<file path="config.mk">
export PLATFORM = sky130hd
export DESIGN_NAME = job_slot_table_tracker_unit_flat
export DESIGN_NICKNAME = d
export VERILOG_FILES = /design/src/rtl/jst_pkg.sv /design/src/rtl/jst_cmd_if.sv /design/src/rtl/jst_res_if.sv /design/src/rtl/jst_match.sv /design/src/rtl/job_slot_table_tracker_unit.sv /design/src/flat_wrapper.sv
export VERILOG_INCLUDE_DIRS = /design/src /design/src/rtl
export SDC_FILE = /design/constraint.sdc
export NUM_CORES = 1
export LEC_CHECK = 0
export BUFFER_PORTS_ARGS = -buffer_cell sky130_fd_sc_hd__buf_2
export CORE_AREA = 2 2 306 308
export CTS_CLUSTER_SIZE = 40
export DETAILED_ROUTE_END_ITERATION = 12
export DIE_AREA = 0 0 308 310
export HOLD_SLACK_MARGIN = 0.05
export PLACE_DENSITY = 0.64
export SLEW_MARGIN = 20
export SYNTH_ARGS = -nofsm -noshare
export SYNTH_HDL_FRONTEND = slang
export SYNTH_SLANG_ARGS = --single-unit
</file>
<file path="constraint.sdc">
create_clock -name i_clk -period 20.6 [get_ports i_clk]
set_input_delay 4.12 -clock i_clk [delete_from_list [all_inputs] [get_ports i_clk]]
set_output_delay 4.12 -clock i_clk [all_outputs]
set_load 0.03 [all_outputs]
</file>
<file path="src/rtl/job_slot_table_tracker_unit_assert.svh">
// ---------------------------------------------------------------------------
// Assertion macros for the job slot table tracker
// Shared implication forms used by the concurrent checks of the top level.
// ---------------------------------------------------------------------------
`ifndef JOB_SLOT_TABLE_TRACKER_UNIT_ASSERT_SVH
`define JOB_SLOT_TABLE_TRACKER_UNIT_ASSERT_SVH

// same-cycle implication, held off during reset
`define JST_ASSERT_NOW(label, clk, rst_n, ante, cons, msg) \
    label: assert property (@(posedge clk) disable iff (!(rst_n)) (ante) |-> (cons)) \
        else $error(msg);

// next-cycle implication, held off during reset
`define JST_ASSERT_NEXT(label, clk, rst_n, ante, cons, msg) \
    label: assert property (@(posedge clk) disable iff (!(rst_n)) (ante) |=> (cons)) \
        else $error(msg);

`endif

</file>
<file path="src/rtl/jst_pkg.sv">
// ---------------------------------------------------------------------------
// Job slot table tracker package
// Command codes, sequencer states, slot and result types, shared constants.
// ---------------------------------------------------------------------------
package jst_pkg;

    localparam int ENTRIES_DEF = 16;
    localparam int MAX_RESULTS = 16;
    localparam int CNT_W       = $clog2(MAX_RESULTS + 1);
    localparam int DATA_W      = 16;

    localparam logic [DATA_W-1:0] SEQ_FIRST = 16'd1;
    localparam logic [DATA_W-1:0] SEQ_MAX   = 16'hFFFF;

    typedef enum logic [2:0] {
        CMD_ADD    = 3'd0,
        CMD_DONE   = 3'd1,
        CMD_FIND   = 3'd2,
        CMD_REMOVE = 3'd3,
        CMD_SWEEP  = 3'd4
    } t_cmd;

    typedef enum logic {
        ST_IDLE,
        ST_SCAN
    } t_state;

    // one table entry as held in the slot memory
    typedef struct packed {
        logic [DATA_W-1:0] key;
        logic [DATA_W-1:0] id;
        logic              done;
        logic [DATA_W-1:0] status;
    } t_slot;

    // what the compare unit looks at for one slot
    typedef struct packed {
        t_cmd              cmd;
        logic              valid;
        t_slot             slot;
        logic [DATA_W-1:0] key;
        logic [DATA_W-1:0] lid;
    } t_probe;

    // one result item
    typedef struct packed {
        logic              hit;
        logic [DATA_W-1:0] id;
        logic [DATA_W-1:0] key;
        logic              state;
        logic [DATA_W-1:0] status;
        logic              last;
    } t_res;

endpackage

</file>
<file path="src/rtl/jst_cmd_if.sv">
// ---------------------------------------------------------------------------
// Command channel
// Valid/ready channel carrying one command item.
// ---------------------------------------------------------------------------
interface jst_cmd_if;
    logic        valid;
    logic        ready;
    logic [2:0]  command;
    logic [15:0] key;
    logic [15:0] lookup_id;
    logic [15:0] exit_status;

    modport source (output valid, command, key, lookup_id, exit_status, input ready);
    modport sink   (input valid, command, key, lookup_id, exit_status, output ready);
endinterface

</file>
<file path="src/rtl/jst_res_if.sv">
// ---------------------------------------------------------------------------
// Result channel
// Valid/ready channel carrying one result item.
// ---------------------------------------------------------------------------
interface jst_res_if;
    logic        valid;
    logic        ready;
    logic        hit;
    logic [15:0] entry_id;
    logic [15:0] entry_key;
    logic        entry_state;
    logic [15:0] entry_status;
    logic        last;

    modport source (output valid, hit, entry_id, entry_key, entry_state, entry_status, last,
                    input ready);
    modport sink   (input valid, hit, entry_id, entry_key, entry_state, entry_status, last,
                    output ready);
endinterface

</file>
<file path="src/rtl/jst_match.sv">
// ---------------------------------------------------------------------------
// Slot compare unit
// Decides whether one slot satisfies the search of the current command.
// ---------------------------------------------------------------------------
module jst_match (
    input  jst_pkg::t_probe i_probe,
    output logic            o_match
);
    import jst_pkg::*;

    // one compare per command; unused codes never match
    always_comb begin
        case (i_probe.cmd)
            CMD_ADD: begin
                o_match = !i_probe.valid;
            end
            CMD_DONE: begin
                o_match = i_probe.valid && !i_probe.slot.done &&
                          (i_probe.slot.key == i_probe.key);
            end
            CMD_FIND, CMD_REMOVE: begin
                o_match = i_probe.valid && (i_probe.slot.id == i_probe.lid);
            end
            CMD_SWEEP: begin
                o_match = i_probe.valid && i_probe.slot.done;
            end
            default: begin
                o_match = 1'b0;
            end
        endcase
    end

endmodule

</file>
<file path="src/rtl/job_slot_table_tracker_unit.sv">
// ---------------------------------------------------------------------------
// Job slot table tracker
// Table of task slots scanned one slot a cycle, while not stalled, through a shared compare unit.
// ---------------------------------------------------------------------------
//  channel   dir  handshake          payload
//  i_cmd     in   valid/ready        command, key, lookup_id, exit_status
//  o_res     out  valid/ready        hit, entry_id, entry_key, entry_state,
//                                    entry_status, last
//
//  For each command the sequencer reads one slot a cycle, unless stalled,
//  from the slot memory (registered read) and compares it in the cycle after.
//  Hits on add, mark done, find and remove end the scan early.
//  Sweep holds each done entry back until the next one is found, so last is
//  known.
//  Reset clears the valid bits at once; there is no clearing pass.
//  A full output register stalls the scan when a result is due; ready is high only when idle.
// ---------------------------------------------------------------------------
module job_slot_table_tracker_unit #(
    parameter int ENTRIES = jst_pkg::ENTRIES_DEF
) (
    input  logic       i_clk,
    input  logic       i_rst_n,
    jst_cmd_if.sink    i_cmd,
    jst_res_if.source  o_res
);
    import jst_pkg::*;

    localparam int IW = $clog2(ENTRIES);
    localparam int CW = IW + 1;
    localparam logic [CW-1:0]    LAST_IDX = CW'(ENTRIES);
    localparam logic [CNT_W-1:0] CNT_MAX  = CNT_W'(MAX_RESULTS);

    // sequencer and command registers
    t_state            r_state, n_state;
    t_cmd              r_cmd;
    logic [DATA_W-1:0] r_key, r_lid, r_st;
    logic [DATA_W-1:0] r_next_id;

    // scan pipeline
    logic [CW-1:0]     r_rd_idx;
    logic              r_cmp_vld;
    logic [IW-1:0]     r_cmp_idx;
    t_slot             r_rdata;

    // table
    logic [ENTRIES-1:0] r_valid;
    t_slot              mem [ENTRIES];

    // sweep: entry held back until the next one is found
    logic              r_pnd_vld;
    logic [DATA_W-1:0] r_pnd_id, r_pnd_key, r_pnd_status;
    logic [CNT_W-1:0]  r_cnt;

    // output register
    logic              r_out_vld;
    t_res              r_out;

    // control
    t_probe            c_probe;
    logic              c_match, c_cmd_ok, c_end, c_hit, c_emit, c_done, c_go, c_out_free;
    t_res              c_res;
    logic              c_accept;

    assign c_accept   = i_cmd.valid && i_cmd.ready;
    assign c_out_free = !r_out_vld || o_res.ready;

    // shared compare unit
    always_comb begin
        c_probe.cmd   = r_cmd;
        c_probe.valid = r_valid[r_cmp_idx];
        c_probe.slot  = r_rdata;
        c_probe.key   = r_key;
        c_probe.lid   = r_lid;
    end

    jst_match u_match (
        .i_probe (c_probe),
        .o_match (c_match)
    );

    // sequencer outputs
    always_comb begin
        c_cmd_ok = (r_cmd == CMD_ADD) || (r_cmd == CMD_DONE) || (r_cmd == CMD_FIND) ||
                   (r_cmd == CMD_REMOVE) || (r_cmd == CMD_SWEEP);
        c_end    = !c_cmd_ok || ((r_cmd == CMD_SWEEP) && (r_cnt == CNT_MAX)) ||
                   (!r_cmp_vld && (r_rd_idx == LAST_IDX));
        c_hit    = (r_state == ST_SCAN) && !c_end && r_cmp_vld && c_match;
        c_emit   = 1'b0;
        c_done   = 1'b0;
        c_res    = '0;
        c_res.last = 1'b1;
        if (r_state == ST_SCAN) begin
            if (c_end) begin
                c_emit = 1'b1;
                c_done = 1'b1;
                if ((r_cmd == CMD_SWEEP) && r_pnd_vld) begin
                    c_res.hit    = 1'b1;
                    c_res.id     = r_pnd_id;
                    c_res.key    = r_pnd_key;
                    c_res.state  = 1'b1;
                    c_res.status = r_pnd_status;
                end
            end else if (c_hit) begin
                c_res.hit = 1'b1;
                case (r_cmd)
                    CMD_ADD: begin
                        c_emit    = 1'b1;
                        c_done    = 1'b1;
                        c_res.id  = r_next_id;
                        c_res.key = r_key;
                    end
                    CMD_DONE: begin
                        c_emit       = 1'b1;
                        c_done       = 1'b1;
                        c_res.id     = r_rdata.id;
                        c_res.key    = r_rdata.key;
                        c_res.state  = 1'b1;
                        c_res.status = r_st;
                    end
                    CMD_SWEEP: begin
                        // release the held entry, it is not the final one
                        c_emit       = r_pnd_vld;
                        c_res.id     = r_pnd_id;
                        c_res.key    = r_pnd_key;
                        c_res.state  = 1'b1;
                        c_res.status = r_pnd_status;
                        c_res.last   = 1'b0;
                    end
                    default: begin
                        c_emit       = 1'b1;
                        c_done       = 1'b1;
                        c_res.id     = r_rdata.id;
                        c_res.key    = r_rdata.key;
                        c_res.state  = r_rdata.done;
                        c_res.status = r_rdata.status;
                    end
                endcase
            end
        end
        c_go = (r_state == ST_SCAN) && !(c_emit && !c_out_free);
    end

    // next state
    always_comb begin
        n_state = r_state;
        case (r_state)
            ST_IDLE: begin
                if (c_accept) begin
                    n_state = ST_SCAN;
                end
            end
            ST_SCAN: begin
                if (c_go && c_done) begin
                    n_state = ST_IDLE;
                end
            end
            default: begin
                n_state = ST_IDLE;
            end
        endcase
    end

    assign i_cmd.ready = (r_state == ST_IDLE);

    // control registers
    always_ff @(posedge i_clk) begin
        if (!i_rst_n) begin
            r_state   <= ST_IDLE;
            r_valid   <= '0;
            r_next_id <= SEQ_FIRST;
            r_out_vld <= 1'b0;
            r_cmp_vld <= 1'b0;
            r_pnd_vld <= 1'b0;
            r_rd_idx  <= '0;
            r_cnt     <= '0;
        end else begin
            r_state <= n_state;
            if (c_accept) begin
                r_rd_idx  <= '0;
                r_cmp_vld <= 1'b0;
                r_pnd_vld <= 1'b0;
                r_cnt     <= '0;
            end else if (c_go) begin
                r_cmp_vld <= (r_rd_idx != LAST_IDX);
                if (r_rd_idx != LAST_IDX) begin
                    r_rd_idx <= r_rd_idx + CW'(1);
                end
            end
            if (c_go && c_hit) begin
                case (r_cmd)
                    CMD_ADD: begin
                        r_valid[r_cmp_idx] <= 1'b1;
                        r_next_id <= (r_next_id == SEQ_MAX) ? SEQ_FIRST
                                                            : r_next_id + DATA_W'(1);
                    end
                    CMD_REMOVE: begin
                        r_valid[r_cmp_idx] <= 1'b0;
                    end
                    CMD_SWEEP: begin
                        r_valid[r_cmp_idx] <= 1'b0;
                        r_pnd_vld <= 1'b1;
                        r_cnt     <= r_cnt + CNT_W'(1);
                    end
                    default: begin
                    end
                endcase
            end
            if (c_go && c_emit) begin
                r_out_vld <= 1'b1;
            end else if (o_res.ready) begin
                r_out_vld <= 1'b0;
            end
        end
    end

    // payload registers
    always_ff @(posedge i_clk) begin
        if (c_accept) begin
            r_cmd <= t_cmd'(i_cmd.command);
            r_key <= i_cmd.key;
            r_lid <= i_cmd.lookup_id;
            r_st  <= i_cmd.exit_status;
        end
        if (c_go) begin
            r_cmp_idx <= r_rd_idx[IW-1:0];
        end
        if (c_go && c_hit && (r_cmd == CMD_SWEEP)) begin
            r_pnd_id     <= r_rdata.id;
            r_pnd_key    <= r_rdata.key;
            r_pnd_status <= r_rdata.status;
        end
        if (c_go && c_emit) begin
            r_out <= c_res;
        end
    end

    // slot memory: one registered read, one write per cycle
    always_ff @(posedge i_clk) begin
        if (c_go && (r_rd_idx != LAST_IDX)) begin
            r_rdata <= mem[r_rd_idx[IW-1:0]];
        end
        if (c_go && c_hit && (r_cmd == CMD_ADD)) begin
            mem[r_cmp_idx] <= '{key: r_key, id: r_next_id, done: 1'b0, status: '0};
        end else if (c_go && c_hit && (r_cmd == CMD_DONE)) begin
            mem[r_cmp_idx] <= '{key: r_rdata.key, id: r_rdata.id, done: 1'b1, status: r_st};
        end
    end

    // result port
    assign o_res.valid        = r_out_vld;
    assign o_res.hit          = r_out.hit;
    assign o_res.entry_id     = r_out.id;
    assign o_res.entry_key    = r_out.key;
    assign o_res.entry_state  = r_out.state;
    assign o_res.entry_status = r_out.status;
    assign o_res.last         = r_out.last;

    // checks
`include "job_slot_table_tracker_unit_assert.svh"

    `JST_ASSERT_NOW(a_miss_is_last, i_clk, i_rst_n, o_res.valid && !o_res.hit, o_res.last && (o_res.entry_id == '0), "miss result not final or not blank")
    `JST_ASSERT_NOW(a_more_keeps_scan, i_clk, i_rst_n, o_res.valid && !o_res.last, r_state == ST_SCAN, "non-final result with sequencer idle")
    `JST_ASSERT_NEXT(a_add_steps_id, i_clk, i_rst_n, c_go && c_hit && (r_cmd == CMD_ADD), (r_next_id != $past(r_next_id)) && (r_next_id != '0), "sequence id not advanced")

endmodule

</file>
<file path="src/flat_wrapper.sv">
// flat-port wrapper written by rule: the top's interface ports become plain ports
module job_slot_table_tracker_unit_flat import jst_pkg::*;
#(
    parameter int ENTRIES = jst_pkg::ENTRIES_DEF
)
  (i_clk, i_rst_n, i_cmd_valid, i_cmd_command, i_cmd_key, i_cmd_lookup_id, i_cmd_exit_status, i_cmd_ready, o_res_valid, o_res_hit, o_res_entry_id, o_res_entry_key, o_res_entry_state, o_res_entry_status, o_res_last, o_res_ready);
  jst_cmd_if i_cmd_i ();
  jst_res_if o_res_i ();
  input  logic i_clk;
  input  logic i_rst_n;
  input wire logic [$bits(i_cmd_i.valid)-1:0] i_cmd_valid;
  input wire logic [$bits(i_cmd_i.command)-1:0] i_cmd_command;
  input wire logic [$bits(i_cmd_i.key)-1:0] i_cmd_key;
  input wire logic [$bits(i_cmd_i.lookup_id)-1:0] i_cmd_lookup_id;
  input wire logic [$bits(i_cmd_i.exit_status)-1:0] i_cmd_exit_status;
  output wire logic [$bits(i_cmd_i.ready)-1:0] i_cmd_ready;
  output wire logic [$bits(o_res_i.valid)-1:0] o_res_valid;
  output wire logic [$bits(o_res_i.hit)-1:0] o_res_hit;
  output wire logic [$bits(o_res_i.entry_id)-1:0] o_res_entry_id;
  output wire logic [$bits(o_res_i.entry_key)-1:0] o_res_entry_key;
  output wire logic [$bits(o_res_i.entry_state)-1:0] o_res_entry_state;
  output wire logic [$bits(o_res_i.entry_status)-1:0] o_res_entry_status;
  output wire logic [$bits(o_res_i.last)-1:0] o_res_last;
  input wire logic [$bits(o_res_i.ready)-1:0] o_res_ready;
  assign i_cmd_i.valid = i_cmd_valid;
  assign i_cmd_i.command = i_cmd_command;
  assign i_cmd_i.key = i_cmd_key;
  assign i_cmd_i.lookup_id = i_cmd_lookup_id;
  assign i_cmd_i.exit_status = i_cmd_exit_status;
  assign i_cmd_ready = i_cmd_i.ready;
  assign o_res_valid = o_res_i.valid;
  assign o_res_hit = o_res_i.hit;
  assign o_res_entry_id = o_res_i.entry_id;
  assign o_res_entry_key = o_res_i.entry_key;
  assign o_res_entry_state = o_res_i.entry_state;
  assign o_res_entry_status = o_res_i.entry_status;
  assign o_res_last = o_res_i.last;
  assign o_res_i.ready = o_res_ready;
  job_slot_table_tracker_unit #(.ENTRIES(ENTRIES)) u_core (.i_clk(i_clk), .i_rst_n(i_rst_n), .i_cmd(i_cmd_i), .o_res(o_res_i));
endmodule
</file>
# Yosys cells after proc, flatten, opt, wreduce, memory -nomap -nowiden
# Memories as Yosys holds them, arrays and structs flattened. A register that Yosys moved wholly into a read port is not among the register bits.
# Cells that the tools add are included.
# totals
ff_bits	200
latch_bits	0
ramBits	784
romBits	0
output_inout_bits	53
word_cells	128
mem_count	1
# memory_table
name	words	width	read_ports	rd_clocked_by_memory_dff	wr	line_no	rtl
u_core.mem	16	49	1	1	1	job_slot_table_tracker_unit.sv:47	t_slot mem [ENTRIES];
# classes
n_addsub	3
n_mul	0
div	0
magnitude_cmp	2
n_eq_ne	10
n_shift	0
mux	37
bitwise	7
n_reduce_logical	46
# ops
cell	count
50-bit two-way mux	2
32-bit one-hot mux with 2 select lines	1
51-bit two-way mux	1
17-bit one-hot mux with 3 select lines	1
49-bit two-way mux	1
16-bit == test	2
16-bit one-hot mux with 2 select lines	1
1-bit two-way mux	22
1-bit logical AND	21
16-bit by 1-bit adder with 16-bit output, second input constant	1
16-bit AND	1
16-bit == test, second input constant	1
16-bit two-way mux	1
16-bit inverter	1
16-bit OR	1
5-bit two-way mux	3
5-bit by 1-bit adder with 5-bit output, second input constant	2
5-bit == test, second input constant	2
1-bit zero test	8
1-bit logical OR	7
3-bit by 2-bit == test with 1-bit output, second input constant	2
2-bit AND reduction	3
2-bit OR reduction	3
4-bit by 5-bit < comparator with 1-bit output, second input constant	1
13 further kinds	16

# Longest topological paths before layout
# Gate-level depths: netlist of the first run.
# logic_depth
ltp_word	24
ltp_mapped	13
depth_no_buf	9

# By module
# A second synthesis of the first run with hierarchy kept.
# hier_totals
cells_unflattened	1865
hier_area_um2	39987.1
# by_module_without_submodules
module	n_inst	cells_each	area_each_um2	seq_area_each_um2
job_slot_table_tracker_unit	1	1814	39595.5	30559.3
jst_match	1	51	391.6	0.0

# Worst setup path after synthesis of the first run
# No wires, ideal clock.
# synth_path
path_type	input -> register
startpoint	in o_res_ready
endpoint	mem u_core.mem[10][0] in the netlist's numbering, enable pin
arrival_time_ps	8640
required_ps	20084
path_slack_ps	11444
cell_stages	7
path_cell_list	nand2b_1 buf_1 o21ai_0 nor3_1 nand4_1 buf_2 nor3_1
# synth_between
elab_chain_len	11
word_cells_on_any_way	14
cone_classes	mux (5); bitwise (1); reduce/logical (8)
# synth_lines
item	line_no	rtl
start, declared	flat_wrapper.sv:24	input wire logic [$bits(o_res_i.ready)-1:0] o_res_ready;
1-bit logical OR (*)	job_slot_table_tracker_unit.sv:65	assign c_out_free = !r_out_vld || o_res.ready;
1-bit zero test (*)	job_slot_table_tracker_unit.sv:140	c_go = (r_state == ST_SCAN) && !(c_emit && !c_out_free);
1-bit logical AND (*)	job_slot_table_tracker_unit.sv:140	
1-bit zero test (*)	job_slot_table_tracker_unit.sv:140	
1-bit logical AND (*)	job_slot_table_tracker_unit.sv:140	
1-bit logical AND (*)	job_slot_table_tracker_unit.sv:242, job_slot_table_tracker_unit.sv:244	
1-bit logical AND	job_slot_table_tracker_unit.sv:244	end else if (c_go && c_hit && (r_cmd == CMD_DONE)) begin
1-bit two-way mux	job_slot_table_tracker_unit.sv:244	
1-bit two-way mux	job_slot_table_tracker_unit.sv:242	if (c_go && c_hit && (r_cmd == CMD_ADD)) begin
1-bit two-way mux (not written as such)	job_slot_table_tracker_unit.sv:245	mem[r_cmp_idx] <= '{key: r_rdata.key, id: r_rdata.id, done: 1'b1, status: r_st};
1-bit OR (no line) (*)	--	
end, declared	job_slot_table_tracker_unit.sv:47	
# Every way passes the cells marked *; elsewhere a longest branch is shown, timed or not.

# Worst setup path after layout of the first run
# layout_path
startpoint	in o_res_ready
endpoint	mem u_core.mem[4][32] in the netlist's numbering, enable pin
# The elaborated chain is that of the path after synthesis.

==> metrics.csv, run 1 <==
metric,value,unit
outcome,completed,
Int Pwr,3530,uW
slowest CP cell,nor2b_4,
Worst Path Required,20910,ps
Worst setup startpoint,o_res_ready,
post-route ant nets,0,
dpl hpwl,58.1,mm
nets@finish,2161,
Mapped Area,40200,um2
vias,20400,
Num CTS Buffers,101,
share of cells above drive strength 1,28.8,%
hold_sp,u_core.c_probe[32],
largest net degree at the start of global routing,70,
Power Density,96.2,nW/um2
Top Metal Used,met4,
Worst IR Drop VDD,0.0000736,V
Final Hold Fails,0,
Die Height,310,um
DR iter-0 viols,2417,
final core occ,49.7,%
DRC viols,0,
CTS tree,yes,
clock-pin slew on the worst setup and hold paths,60,ps
RSZ-0062 raised after global routing,no,
Post-Syn Nets,2018,
Die X,308,um
CP Cell Sequence,buf_2 -> nand2b_1 -> o21ai_0 -> nor3_1 -> nand4_1 -> buf_4 -> nor2b_4 -> buf_4,
r2r startpoint,u_core.r_cmd[2],
synth warn,0,
max incr delay on CP,800,ps
worst hold path class,flop to flop,
Initial Util,43.5,%
Clock Skew,44.3,ps
first-pass detailed-route iteration total,8,
postcts setup bufs,0,
clock share of power,44.9,%
number of library cell types mapped by synthesis,62,
FMAX,146,MHz
hold buffers post-CTS,0,
remaining global-route overflow,0,
asr flop ratio synth,0,%
Max-slew headroom,24.4,%
setup violators final,0,
vias in the first global route,20600,
met2 wire len,49.1,mm
initial antenna violation count,4,
port bufs,107,
CTS max path bufs,3,
setup TNS,0,ps
wire per inst,29.4,um
Synth Instances,1958,
Startpoint Class,primary input,
# IOs,108,
P&R area growth vs syn,14.2,%
Post-synth EDFFs,987,
Clock H-tree levels,3,
Max Cap Viol,0,
core footprint,92500,um2
Reg power frac,52.5,%
period utilization,33.3,%
first-pass GRT wire length,144,mm
routed vias/inst,6.04,
Critical Path AT,7160,ps
die area,95500,um2
placer congestion estimate,0.825,
"setup slack, reg-to-reg",15570,ps
Post-synth top flop,edfxtp_1,
# diodes,0,
Sw Ratio,20.2,%
Pleak,0.0129,uW
Pwr Total,4420,uW
cts repair resizes,0,
Crit Path Class,primary input to flop,
power share of the combinational group,2.6,%
P_sw,894,uW
gr usage total,21.0,%
clock sink count,1033,
post-synthesis sequential area ratio,75.9,%
slew of the pin with the lowest slew margin,1130,ps
met3 WL,7.24,mm
Seq cells post-synth,1033,
Crit Path Max Fanout,28,
Row Count,112,
"Top cell by count, worst path",buf_4,
Clock Latency Late Sink,680,ps
Slew Limit Fails,0,
wl on met1,41.0,mm
Period minus WS final,6850,ps
syn avg cell area,20.6,um2
Critical Path Sink Type,flop,
Final Routed Wirelength,99.5,mm
CTS Root Buffer Type,clkbuf_16,
[synthesized netlist by cell type (16+ instances only)]
cell type / number / area, um2
mux2_2: 17 / 191
clkbuf_1: 73 / 274
mux2i_1: 29 / 290
nor2_1: 59 / 221
a21oi_1: 58 / 290
a22o_1: 17 / 149
dfxtp_1: 46 / 921
nor3_1: 24 / 120
a22oi_1: 25 / 188
xnor2_1: 29 / 254
buf_1: 35 / 131
o21ai_0: 45 / 225
a222oi_1: 16 / 160
nand3_1: 17 / 85.1
nand2_1: 61 / 229
mux4_2: 250 / 5630
edfxtp_1: 987 / 29600
and2_1: 16 / 100
[layout make-up]
| type | count | area, um2 |
|---|---|---|
| Clock buffer | 129 | 2770 |
| Clock inverter | 57 | 835 |
| Fill cell | 7353 | 46500 |
| Inverter | 14 | 52.6 |
| Multi-Input combinational cell | 789 | 9290 |
| Sequential cell | 1033 | 30600 |
| Tap cell | 1197 | 1500 |
| Timing Repair Buffer | 162 | 948 |
[metrics by stage]
stage,hold WS [ps],area [um2],worst slack (ps),instances
2_1_floorplan,406,40200,11440,1958
3_3_place_gp,464,42400,13120,3195
3_5_place_dp,466,42400,13110,3195
4_1_cts,478,46000,13830,3381
5_1_grt,493,46000,13700,3381
6_report,478,46000,13750,3381
[final timing paths]
check | end | cells past startpoint
setup reg to reg | u_core.mem[4][32] | 11
setup / recovery | u_core.mem[4][32] | 8
hold / removal | u_core.r_pnd_status[0] | 0
hold reg to reg | u_core.r_pnd_status[0] | 0
[cells in the final DEF, fill, tap and decap left out, types with 29 or more instances in the layout]
cell type / Yosys / routed
a21oi_1: 58 / 57
buf_2: 9 / 107
buf_4: 4 / 55
clkbuf_16: 0 / 103
dfxtp_1: 46 / 42
edfxtp_1: 987 / 987
mux2i_1: 29 / 29
mux4_2: 250 / 250
nand2_1: 61 / 61
nor2_1: 59 / 58
o21ai_0: 45 / 45
xnor2_1: 29 / 29
[power by group through the flow]
stage	logic (uW)	clock network (uW)	registers [uW]
3_3_place_gp	112	0	2370
5_1_grt	121	2090	2330
2_1_floorplan	78.6	0	2350
6_report	113	1990	2320
4_1_cts	114	2010	2320
3_5_place_dp	114	0	2370
[cells by family (layout without fill, tap and decap cells)]
kind of cell / after synthesis / count (layout) / share of synthesized area, %
AND/OR/NAND/NOR: 238 / 238 / 2.94
adder cells (fa/ha/maj): 5 / 5 / 0.155
XOR/XNOR: 39 / 39 / 0.849
buffers and inverters: 136 / 362 / 1.35
AO/OA/AOI/OAI: 211 / 211 / 3.58
flip-flops: 1033 / 1033 / 75.9
multiplexers: 296 / 296 / 15.2
[state kept, by name, indices dropped and copies added (netlist names), named ones only]
signal                     count
u_core.mem                   784
u_core.c_probe                49
u_core.o_res.entry_id         16
u_core.o_res.entry_key        16
u_core.o_res.entry_status     16
u_core.r_key                  16
u_core.r_lid                  16
u_core.r_next_id              16
u_core.r_pnd_id               16
u_core.r_pnd_key              16
u_core.r_pnd_status           16
u_core.r_st                   16
u_core.r_cnt                   5
u_core.r_rd_idx                5
u_core.r_cmp_idx               4
u_core.r_cmd                   3
u_core.o_res.entry_state       1
u_core.o_res.hit               1
u_core.o_res.last              1
u_core.o_res.valid             1
u_core.r_cmp_vld               1
u_core.r_pnd_vld               1
u_core.r_state                 1
[routing by layer]
layer / global-route usage (%) / vias up
met4: 5.69 / 0
met5: 0 / -
li1: - / 8407
met2: 34.6 / 927
met1: 29.6 / 10900
met3: 3.10 / 129
[critical path: cells and delay by family]
kind	cells	cell delay (ps)
compound gates	1	300
buf+inv	3	1060
simple gates	4	1610
Note: power is estimated with default switching activity, not from simulation.
==> run 2, diff against run 1 <==
==> constraint.sdc (replaced) <==
create_clock -name i_clk -period 6.66 [get_ports i_clk]
set_input_delay 1.332 -clock i_clk [delete_from_list [all_inputs] [get_ports i_clk]]
set_output_delay 1.332 -clock i_clk [all_outputs]
set_load 0.03 [all_outputs]
==> run 2 against run 1 <==
First-iteration DRC count shrank 0.21%; sequential share of layout area grew 0.060 points; critical path depth grew 2; final area is essentially flat.
==> metrics.csv, run 2 (synthesized netlist as in run 1, its figures left out) <==
metric,value,unit
"setup slack, reg-to-reg",1610,ps
Critical Path AT,5360,ps
worst hold path class,flop to flop,
Crit Path Class,flop to flop,
setup TNS,0,ps
post-route ant nets,0,
clock-pin slew on the worst setup and hold paths,60,ps
RSZ-0062 raised after global routing,no,
P_sw,2750,uW
setup violators final,0,
power share of the combinational group,2.6,%
clock share of power,44.0,%
Startpoint Class,flop,
Power Density,293,nW/um2
Int Pwr,10700,uW
pre-CTS setup slack,1530,ps
Sw Ratio,20.4,%
remaining global-route overflow,0,
Die X,308,um
clock sink count,1033,
Num CTS Buffers,104,
Clock Latency Late Sink,680,ps
hold_sp,u_core.c_probe[38],
gr usage total,20.7,%
Worst IR Drop VDD,0.000216,V
hold buffers post-CTS,0,
period utilization,75.9,%
Critical R2R Capture,u_core.mem[3][2],
die area,95500,um2
Period minus WS final,5050,ps
placer congestion estimate,0.818,
Clock Skew,21.7,ps
DRC viols,0,
Row Count,112,
Final Routed Wirelength,98.5,mm
cts repair resizes,0,
Slew Limit Fails,0,
P&R area growth vs syn,14.1,%
largest net degree at the start of global routing,116,
CTS tree,yes,
Max Cap Viol,0,
Crit Path Max Fanout,23,
Reg power frac,53.4,%
r2r startpoint,u_core.r_cmd[0],
Final Hold Fails,0,
Clock H-tree levels,3,
initial antenna violation count,4,
dpl hpwl,54.1,mm
WHS Endpoint,u_core.r_pnd_status[6],
max reg flops,784,
Pleak,0.0129,uW
Hold Crit Depth,0,
postcts setup bufs,0,
CTS Root Buffer Type,clkbuf_16,
routed vias/inst,6.01,
Largest Register,u_core.mem,
Worst Path Required,6970,ps
most frequent cells in the layout,"edfxtp_1 (987), mux4_2 (250), buf_2 (107)",
FMAX,198,MHz
Critical Path Sink Type,flop,
"most common cell after layout, fill and taps aside",edfxtp_1,
Final WS setup,1610,ps
Pwr Total,13400,uW
Max-slew headroom,22.9,%
Reg2Reg Depth,10,
share of cells above drive strength 1,28.5,%
wire per inst,29.1,um
slew of the pin with the lowest slew margin,1160,ps
vias,20300,
outcome,completed,
Initial Util,43.5,%
core footprint,92500,um2
# IOs,108,
nets@finish,2162,
vias in the first global route,20400,
DR iter-0 viols,2412,
first-pass GRT wire length,142,mm
port bufs,107,
Hold WS,494,ps
Die Height,310,um
first-pass detailed-route iteration total,9,
CTS max path bufs,3,
## run 2: stage by stage
stage | instances | utilization [%] | area (um2)
floorplan | 1958 | - | 40200
global placement | 3190 | 45.8 | 42400
detailed placement | 3192 | 45.9 | 42400
CTS | 3384 | 49.6 | 45900
global route | 3385 | 49.6 | 45900
finish | 3386 | 49.7 | 45900
## run 2: worst max-delay path, cell delays in order, from the launching register on
cell	delay [ps]
edfxtp_1	330
buf_4	290
nor3b_4	930
nand3_1	150
or4_1	620
o21a_1	400
a21oi_2	330
nand4_1	150
buf_4	310
nor2b_4	620
buf_4	520
## run 2: final cells by class
type,count,area [um2]
Clock inverter,72,781
Clock buffer,120,2660
Inverter,14,52.6
Fill cell,7383,46600
Sequential cell,1033,30600
Multi-Input combinational cell,789,9300
Tap cell,1197,1500
Antenna cell,1,2.50
Timing Repair Buffer,160,1060
## run 2: power groups by stage
stage | Sequential, uW | Combinational, uW | Clock [uW]
4_1_cts | 7180 | 353 | 5990
6_report | 7180 | 351 | 5910
2_1_floorplan | 7280 | 243 | 0
3_5_place_dp | 7310 | 351 | 0
3_3_place_gp | 7310 | 344 | 0
5_1_grt | 7180 | 376 | 6260
## run 2: how the worst max path moves through the flow
stage                             startpoint                         to  slack (ps)  cells past startpoint
after floorplan           u_core.r_rd_idx[1]          u_core.mem[10][0]        -170                     13
after global placement       u_core.r_cmd[0]  u_core.o_res.entry_key[2]        1640                      9
after global routing         u_core.r_cmd[0]           u_core.mem[3][2]        1430                     10
final                        u_core.r_cmd[0]           u_core.mem[3][2]        1610                     10
after CTS                    u_core.r_cmd[0]         u_core.mem[11][20]        1500                     10
after detailed placement     u_core.r_cmd[0]         u_core.mem[11][13]        1530                     10
## run 2: metal layers
layer | part of all wire [%] | up-vias | track usage (%)
met5 | 0.039 | - | 0
met4 | 3.4 | 6 | 7.78
met3 | 7.9 | 192 | 3.48
met2 | 48 | 970 | 32.8
met1 | 41 | 10800 | 29.2
li1 | - | 8418 | -
